==> src/design/gpm_pkg.sv <==
// Shared types, constants and helpers for the glob pattern matcher.
// Used by gpm_lanes and glob_pattern_matcher; depends on nothing else.
`default_nettype none

package gpm_pkg;

  localparam int MAX_PATTERN = 64;
  localparam int POS_W       = (MAX_PATTERN > 1) ? $clog2(MAX_PATTERN) : 1;
  localparam int LEN_W       = $clog2(MAX_PATTERN + 1);
  localparam int NPOS        = MAX_PATTERN + 1;

  localparam logic [7:0] STAR_CH   = 8'h2A;
  localparam logic [7:0] QMARK_CH  = 8'h3F;
  localparam logic [7:0] UPPER_A   = 8'h41;
  localparam logic [7:0] UPPER_Z   = 8'h5A;
  localparam logic [7:0] CASE_BIAS = 8'h20;

  localparam logic OP_PATTERN = 1'b0;
  localparam logic OP_SUBJECT = 1'b1;

  typedef struct packed {
    logic       op;
    logic [7:0] ch;
    logic       has_char;
    logic       last;
  } in_req_t;

  typedef struct packed {
    logic matched;
    logic overflow;
  } out_rsp_t;

  typedef struct packed {
    logic             en;
    logic [POS_W-1:0] idx;
    logic [7:0]       ch;
  } lane_wr_t;

  function automatic logic [7:0] fold_case(input logic [7:0] c);
    if (c >= UPPER_A && c <= UPPER_Z) begin
      return c + CASE_BIAS;
    end
    return c;
  endfunction

endpackage

`default_nettype wire

==> src/design/gpm_lanes.sv <==
// Pattern lanes: one stored pattern byte per position plus the NFA step and
// star closure of the active vector. Depends on gpm_pkg.
`default_nettype none

module gpm_lanes (
  input  logic                         clk,
  input  gpm_pkg::lane_wr_t            wr,
  input  logic [gpm_pkg::LEN_W-1:0]    len,
  input  logic [7:0]                   ch,
  input  logic [gpm_pkg::NPOS-1:0]     act,
  output logic [gpm_pkg::NPOS-1:0]     act_nxt
);
  import gpm_pkg::*;

  logic [7:0]             fold_r [MAX_PATTERN];
  logic [MAX_PATTERN-1:0] star_r;
  logic [MAX_PATTERN-1:0] qmark_r;

  logic [7:0]             lc;
  logic [MAX_PATTERN-1:0] live;
  logic [MAX_PATTERN-1:0] hit;
  logic [MAX_PATTERN-1:0] spin;
  logic [MAX_PATTERN-1:0] adv;
  logic [NPOS-1:0]        stepped;
  logic [NPOS-1:0]        star_live;

  always_ff @(posedge clk) begin
    if (wr.en) begin
      fold_r[wr.idx]  <= fold_case(wr.ch);
      star_r[wr.idx]  <= (wr.ch == STAR_CH);
      qmark_r[wr.idx] <= (wr.ch == QMARK_CH);
    end
  end

  always_comb begin
    lc = fold_case(ch);
    for (int i = 0; i < MAX_PATTERN; i++) begin
      live[i] = (LEN_W'(i) < len);
      hit[i]  = live[i] && !star_r[i] && (qmark_r[i] || (fold_r[i] == lc));
    end
    spin      = act[MAX_PATTERN-1:0] & live & star_r;
    adv       = act[MAX_PATTERN-1:0] & hit;
    stepped   = {1'b0, spin} | {adv, 1'b0};
    star_live = {1'b0, star_r & live};
    // carry through each run of stars spreads activity to the run's end and the next position
    act_nxt   = stepped | ((star_live + (stepped & star_live)) ^ star_live);
  end

endmodule

`default_nettype wire

==> src/design/glob_pattern_matcher.sv <==
// Top level of the case-insensitive glob matcher: request control, pattern
// state and the result register. Depends on gpm_pkg and gpm_lanes.
//
// Usage: requests enter on in_valid/in_stall/in_data. A pattern request
// (op = pattern) appends one byte to the pattern, up to MAX_PATTERN bytes;
// last closes the pattern. Subject requests then stream one byte per cycle
// while in_stall is low; the request with last set yields one result on
// out_valid/out_stall/out_data (matched, overflow). has_char = 0 with last
// ends a string with no byte; has_char = 0 without last is dropped.
// Result: registered, it appears in the cycle after its last subject request.
// Throughput: one request per cycle while in_stall is low, as the active-
// position vector is updated by combinational logic (per-lane compare plus
// one carry chain over MAX_PATTERN + 1 positions) and registered.
// Reset: empty pattern, only the start position active, no result held.
// Stall: while a result waits and out_stall is high, in_stall is raised and
// all state holds; the result stays on out_data until taken.
`default_nettype none

module glob_pattern_matcher (
  input  logic              clk,
  input  logic              rst_n,
  input  logic              in_valid,
  output logic              in_stall,
  input  gpm_pkg::in_req_t  in_data,
  output logic              out_valid,
  input  logic              out_stall,
  output gpm_pkg::out_rsp_t out_data
);
  import gpm_pkg::*;

  logic [LEN_W-1:0] len_r, len_nxt;
  logic             tl_r, tl_nxt;
  logic             seen_r, seen_nxt;
  logic             restart_r, restart_nxt;
  logic [NPOS-1:0]  act_r, act_nxt;
  logic [NPOS-1:0]  start_r, start_nxt;
  logic             out_valid_r, out_valid_nxt;
  out_rsp_t         out_data_r, out_data_nxt;

  logic             take;
  logic             pat_req;
  logic             subj_req;
  logic [LEN_W-1:0] base_len;
  logic             base_tl;
  logic [NPOS-1:0]  base_start;
  logic [NPOS-1:0]  lanes_act;
  logic [NPOS-1:0]  stepped_act;
  logic             seen_after;
  logic [NPOS-1:0]  end_mask;
  logic [NPOS-1:0]  reach_mask;
  lane_wr_t         wr;

  gpm_lanes u_lanes (
    .clk     (clk),
    .wr      (wr),
    .len     (len_r),
    .ch      (in_data.ch),
    .act     (act_r),
    .act_nxt (lanes_act)
  );

  assign in_stall  = out_valid_r && out_stall;
  assign out_valid = out_valid_r;
  assign out_data  = out_data_r;

  assign take     = in_valid && !in_stall && (in_data.has_char || in_data.last);
  assign pat_req  = take && (in_data.op == OP_PATTERN);
  assign subj_req = take && (in_data.op == OP_SUBJECT);

  assign base_len   = restart_r ? '0 : len_r;
  assign base_tl    = restart_r ? 1'b0 : tl_r;
  assign base_start = restart_r ? NPOS'(1) : start_r;

  assign end_mask   = NPOS'(1) << len_r;
  assign reach_mask = (end_mask << 1) - NPOS'(1);

  assign stepped_act = in_data.has_char ? lanes_act : act_r;
  assign seen_after  = seen_r || in_data.has_char;

  always_comb begin
    len_nxt       = len_r;
    tl_nxt        = tl_r;
    seen_nxt      = seen_r;
    restart_nxt   = restart_r;
    act_nxt       = act_r;
    start_nxt     = start_r;
    out_valid_nxt = out_valid_r && out_stall;
    out_data_nxt  = out_data_r;
    wr            = '0;
    if (pat_req) begin
      len_nxt   = base_len;
      tl_nxt    = base_tl;
      start_nxt = base_start;
      if (in_data.has_char) begin
        if (base_len < LEN_W'(MAX_PATTERN)) begin
          wr.en   = 1'b1;
          wr.idx  = base_len[POS_W-1:0];
          wr.ch   = in_data.ch;
          len_nxt = base_len + LEN_W'(1);
          if (in_data.ch == STAR_CH && base_start[base_len]) begin
            start_nxt[len_nxt] = 1'b1;
          end
        end else begin
          tl_nxt = 1'b1;
        end
      end
      restart_nxt = in_data.last;
      act_nxt     = start_nxt;
      seen_nxt    = 1'b0;
    end else if (subj_req) begin
      restart_nxt = 1'b1;
      if (in_data.last) begin
        out_valid_nxt         = 1'b1;
        out_data_nxt.matched  = (len_r != '0) && !tl_r && seen_after &&
                                (|(stepped_act & end_mask));
        out_data_nxt.overflow = tl_r;
        act_nxt               = start_r;
        seen_nxt              = 1'b0;
      end else begin
        act_nxt  = stepped_act;
        seen_nxt = seen_after;
      end
    end
  end

  always_ff @(posedge clk) begin
    if (!rst_n) begin
      len_r       <= '0;
      tl_r        <= 1'b0;
      seen_r      <= 1'b0;
      restart_r   <= 1'b1;
      act_r       <= NPOS'(1);
      start_r     <= NPOS'(1);
      out_valid_r <= 1'b0;
    end else begin
      len_r       <= len_nxt;
      tl_r        <= tl_nxt;
      seen_r      <= seen_nxt;
      restart_r   <= restart_nxt;
      act_r       <= act_nxt;
      start_r     <= start_nxt;
      out_valid_r <= out_valid_nxt;
    end
  end

  always_ff @(posedge clk) begin
    out_data_r <= out_data_nxt;
  end

  a_len_bound: assert property (@(posedge clk) disable iff (!rst_n)
    len_r <= LEN_W'(MAX_PATTERN))
    else $error("pattern length beyond store");

  a_overflow_full: assert property (@(posedge clk) disable iff (!rst_n)
    tl_r |-> (len_r == LEN_W'(MAX_PATTERN)))
    else $error("overflow flagged with store not full");

  a_act_in_range: assert property (@(posedge clk) disable iff (!rst_n)
    ((act_r & ~reach_mask) == '0) && ((start_r & ~reach_mask) == '0))
    else $error("active position beyond pattern end");

  a_overflow_no_match: assert property (@(posedge clk) disable iff (!rst_n)
    out_valid_r |-> !(out_data_r.matched && out_data_r.overflow))
    else $error("match reported on overflowed pattern");

endmodule

`default_nettype wire
==> config.mk <==
export PLATFORM = sky130hd
export DESIGN_NAME = glob_pattern_matcher
export DESIGN_NICKNAME = d
export VERILOG_FILES = /design/src/design/gpm_pkg.sv /design/src/design/gpm_lanes.sv /design/src/design/glob_pattern_matcher.sv
export SDC_FILE = /design/constraint.sdc
export NUM_CORES = 2
export LEC_CHECK = 0
export ABC_AREA = 1
export BUFFER_PORTS_ARGS = -buffer_cell sky130_fd_sc_hd__buf_2
export CAP_MARGIN = 0
export CELL_PAD_IN_SITES_DETAIL_PLACEMENT = 1
export CELL_PAD_IN_SITES_GLOBAL_PLACEMENT = 2
export CORE_ASPECT_RATIO = 0.5
export CORE_UTILIZATION = 40
export DETAILED_ROUTE_END_ITERATION = 16
export PLACE_DENSITY_LB_ADDON = 0.1
export SYNTH_ARGS = -nofsm -noshare
export SYNTH_HDL_FRONTEND = slang
export SYNTH_SLANG_ARGS = --single-unit
==> constraint.sdc <==
create_clock -name clk -period 10 [get_ports clk]
set_input_delay 1 -clock clk [delete_from_list [all_inputs] [get_ports clk]]
set_output_delay 1 -clock clk [all_outputs]
set_load 0.005 [all_outputs]
==> flow_summary.toml <==
[clock_tree]
worst_path_clk_slew_ps = 60
cts_tree = "yes"
cts_max_level = 3
post-cts-setup-buffers = 0
cts_inserted_buffers = 76
ctsRootBufferMaster = "sky130_fd_sc_hd__clkbuf_16"
tritoncts_num_sinks = 783
clk_path_buf_depth = 3
ctsHoldBuffers = 0
ctsResizeCount = 0
worstSkewPairLatency_ps = 720

[global_route]
grt_use_total_pct = 35.6
first_global_vias = 39400
grt_antenna_before_repair = 8
globalRouteOverflowTotal = 0
grt.met1_usage_pct = 56.6
grt_busiest_layer = "met1"
wire_length_of_the_first_global_routing_pass_um = 284000
grt_start_max_net_pins = 77
gr-usage-met3_pct = 8.32
use_met2_pct = 47.8

[critical_path]
rr_worst_depth = 25
worstSetupPathDepth = 32
cp_max_fo = 35
setup.worst_path.start_class = "input pin"
worstSetupPathType = "input pin to register"
reg2reg_from = "len_r[2]"
worstReg2RegEnd = "out_data[1]"
worst_setup_path_endpoint = "out_data[1]"
worst_path_most_repeated_cell = "sky130_fd_sc_hd__nand2_1"
critical-path-top-delay-family = "simple AND/OR/NAND/NOR gates"
regToRegSetupSlack_ps = 3950
critical_path_buf_inv_count = 7
critical_path.startpoint = "in_data[6]"
endpoint_kind = "register"
crit_required_ps = 10450
worst-endpoint-arrival_ps = 6690
critPathSlowestCell = "sky130_fd_sc_hd__o21bai_4"
worst_path_largest_cell_delay_ps = 690

[place]
port_buffers = 18
place_hpwl_um = 148000
place.gp.congestion = 1.01
postPlaceCellArea_um2 = 45800
pre_cts_ws_ps = 3230

[synthesis]
netlist.top_cell.by_area = "sky130_fd_sc_hd__edfxtp_1"
ys_seq_elements = 783
yosys_warnings = 0
post_synth_num_cell_types = 54
post_synth.cell_area_avg_um2 = 7.95
synth_fp_nets = 5573
netlist_top_cells_count = "1584 x sky130_fd_sc_hd__nand2_1, 659 x sky130_fd_sc_hd__inv_1, 642 x sky130_fd_sc_hd__edfxtp_1"
synth.area.top_cells = "sky130_fd_sc_hd__edfxtp_1 44%, sky130_fd_sc_hd__nand2_1 13%, sky130_fd_sc_hd__dfxtp_1 6.4%, sky130_fd_sc_hd__inv_1 5.6%, sky130_fd_sc_hd__nand3_1 5.4%"
yosysTopAreaCellShare_pct = 43.7
synth_top_flop_cell = "sky130_fd_sc_hd__edfxtp_1"
synth_edf_count = 642
netlist_instances = 5552
postSynth.asyncResetShare_pct = 0
ys_seq_area_share_pct = 50.1
synthMostInstantiatedCell = "sky130_fd_sc_hd__nand2_1"
mappedNetlistArea_um2 = 44100

[floorplanning]
die-area_um2 = 112000
io-pin-count = 19
chip_height_um = 237
die-width_um = 472
initial_utilization_pct = 40.7
coreArea_um2 = 108000
std_cell_rows = 85

[routing]
route.detailed.drc = 0
via_per_inst = 5.79
vias = 40700
dr.first_iter.drc_count = 4424
route.final.wire_length_um = 201000
firstDrtPassIters = 6
wire_per_inst_um = 28.5
drt.antenna.violating_nets = 0

[worst_hold_path]
hp-class = "register to register"

[finish]
area_growth_pct = 9.44
finalNetCount = 5546
layout.cell_area.non_filler_um2 = 48300
drive_above_1_share_pct = 6.91
fill_cells = 13000

[pwr]
switching_power_mw = 1.88
power_frac_clock_pct = 42.3
fraction_of_power_consumed_by_sequential_logic_pct = 49.8
leakagePower_nw = 19.6
switching_share_of_power_pct = 26.4
peakVddDrop_mv = 0.157
combinationalPowerShare_pct = 7.9
power_per_cell_area_nw_per_um2 = 147
p_int_mw = 5.24
power.total_mw = 7.11

[sta]
grt_setup_unrepaired = "no"
finalClockSkew_ps = 71.7
max-slew-margin-rel_pct = 7.53
timing.final.hold_violations = 0
tns_ps = 0
fin_crit_ps = 6240
drv_slew = 0
final_critical_path_setup_slack_ps = 3760
post-route-period-util_pct = 62.4
fmax_ghz = 0.160
worst_slew_pin_slew_ps = 1380
setup_viol_count_final = 0

[run]
maxCapViolations = 0

[status]
run_status = "completed"
==> worst min-delay path: cells and delay by family, from the launching register on <==
| family | cells | cell delay (ps) |
|---|---|---|
| compound gates | 1 | 50 |
| flops | 1 | 330 |
| simple gates | 1 | 70 |
==> cell type report <==
class                           instances  area (um2)  share of cell area, %
Antenna cell                            5        12.5                 0.0259
Clock buffer                           95        1990                   4.13
Clock inverter                         43         503                   1.04
Inverter                              707        2660                   5.50
Multi-Input combinational cell       3848       18500                   38.2
Sequential cell                       783       22100                   45.8
Tap cell                             1435        1800                   3.72
Timing Repair Buffer                  109         783                   1.62
==> flip-flops by register name (all words and copies together), names as in the netlist <==
| signal | count |
|---|---|
| len_r | 7 |
| u_lanes.fold_r | 512 |
| out_data | 2 |
| tl_r | 1 |
| act_r | 65 |
| seen_r | 1 |
| u_lanes.qmark_r | 64 |
| restart_r | 1 |
| u_lanes.star_r | 64 |
| out_valid | 1 |
| start_r | 65 |
==> cells in the final DEF (no fill, tap or decap), types with 23 or more instances in the layout <==
cell	instances
sky130_fd_sc_hd__a21oi_1	183
sky130_fd_sc_hd__a31oi_1	46
sky130_fd_sc_hd__buf_4	95
sky130_fd_sc_hd__clkbuf_16	76
sky130_fd_sc_hd__clkinv_1	29
sky130_fd_sc_hd__dfxtp_1	141
sky130_fd_sc_hd__edfxtp_1	642
sky130_fd_sc_hd__inv_1	655
sky130_fd_sc_hd__inv_2	38
sky130_fd_sc_hd__nand2_1	1583
sky130_fd_sc_hd__nand3_1	474
sky130_fd_sc_hd__nand4_1	72
sky130_fd_sc_hd__nor2_1	562
sky130_fd_sc_hd__nor2_2	25
sky130_fd_sc_hd__nor3_1	101
sky130_fd_sc_hd__nor4_1	50
sky130_fd_sc_hd__o211ai_1	56
sky130_fd_sc_hd__o21ai_0	175
sky130_fd_sc_hd__o21ai_1	23
sky130_fd_sc_hd__o22ai_1	86
sky130_fd_sc_hd__or2_2	75
sky130_fd_sc_hd__xnor2_1	103
sky130_fd_sc_hd__xor2_1	130
==> metrics by stage <==
stage | std cells | util (%) | hold WS [ps]
floorplan | 5552 | - | 425
global placement | 6882 | 42.2 | 470
detailed placement | 6882 | 42.2 | 478
CTS | 7020 | 44.5 | 488
global route | 7020 | 44.5 | 507
finish | 7025 | 44.5 | 493
==> logic make-up (layout without fill, tap and decap cells) <==
| group | after synthesis | after routing | synth area share, % |
|---|---|---|---|
| XOR/XNOR | 233 | 233 | 4.62 |
| other | 0 | 5 | 0 |
| flip-flops | 783 | 783 | 50.1 |
| AO/OA/AOI/OAI | 613 | 613 | 8.01 |
| AND/OR/NAND/NOR | 2996 | 2996 | 28.8 |
| adder cells (fa/ha/maj) | 6 | 6 | 0.170 |
| buffers and inverters | 921 | 954 | 8.33 |
==> how the worst min path moves through the flow <==
stage                 from           to  cells past startpoint
2_1_floorplan         tl_r  out_data[0]                      0
3_3_place_gp   start_r[26]  start_r[26]                      2
3_5_place_dp   start_r[32]  start_r[32]                      2
4_1_cts        start_r[32]  start_r[32]                      2
5_1_grt        start_r[24]  start_r[24]                      2
6_report       start_r[32]  start_r[32]                      2
==> power by group through the flow <==
stage | clock network (mW) | logic (mW) | registers [mW]
2_1_floorplan | 0 | 0.337 | 3.59
3_3_place_gp | 0 | 0.537 | 3.61
3_5_place_dp | 0 | 0.548 | 3.61
4_1_cts | 3.04 | 0.551 | 3.54
5_1_grt | 3.15 | 0.594 | 3.54
6_report | 3.01 | 0.562 | 3.54
==> layer usage <==
metal	wire length (um)	vias to the layer above
met3	18900	240
met4	4070	6
li1	-	18200
met5	42	-
met2	77600	1624
met1	100000	20500
(Power assumes the default switching activity.)
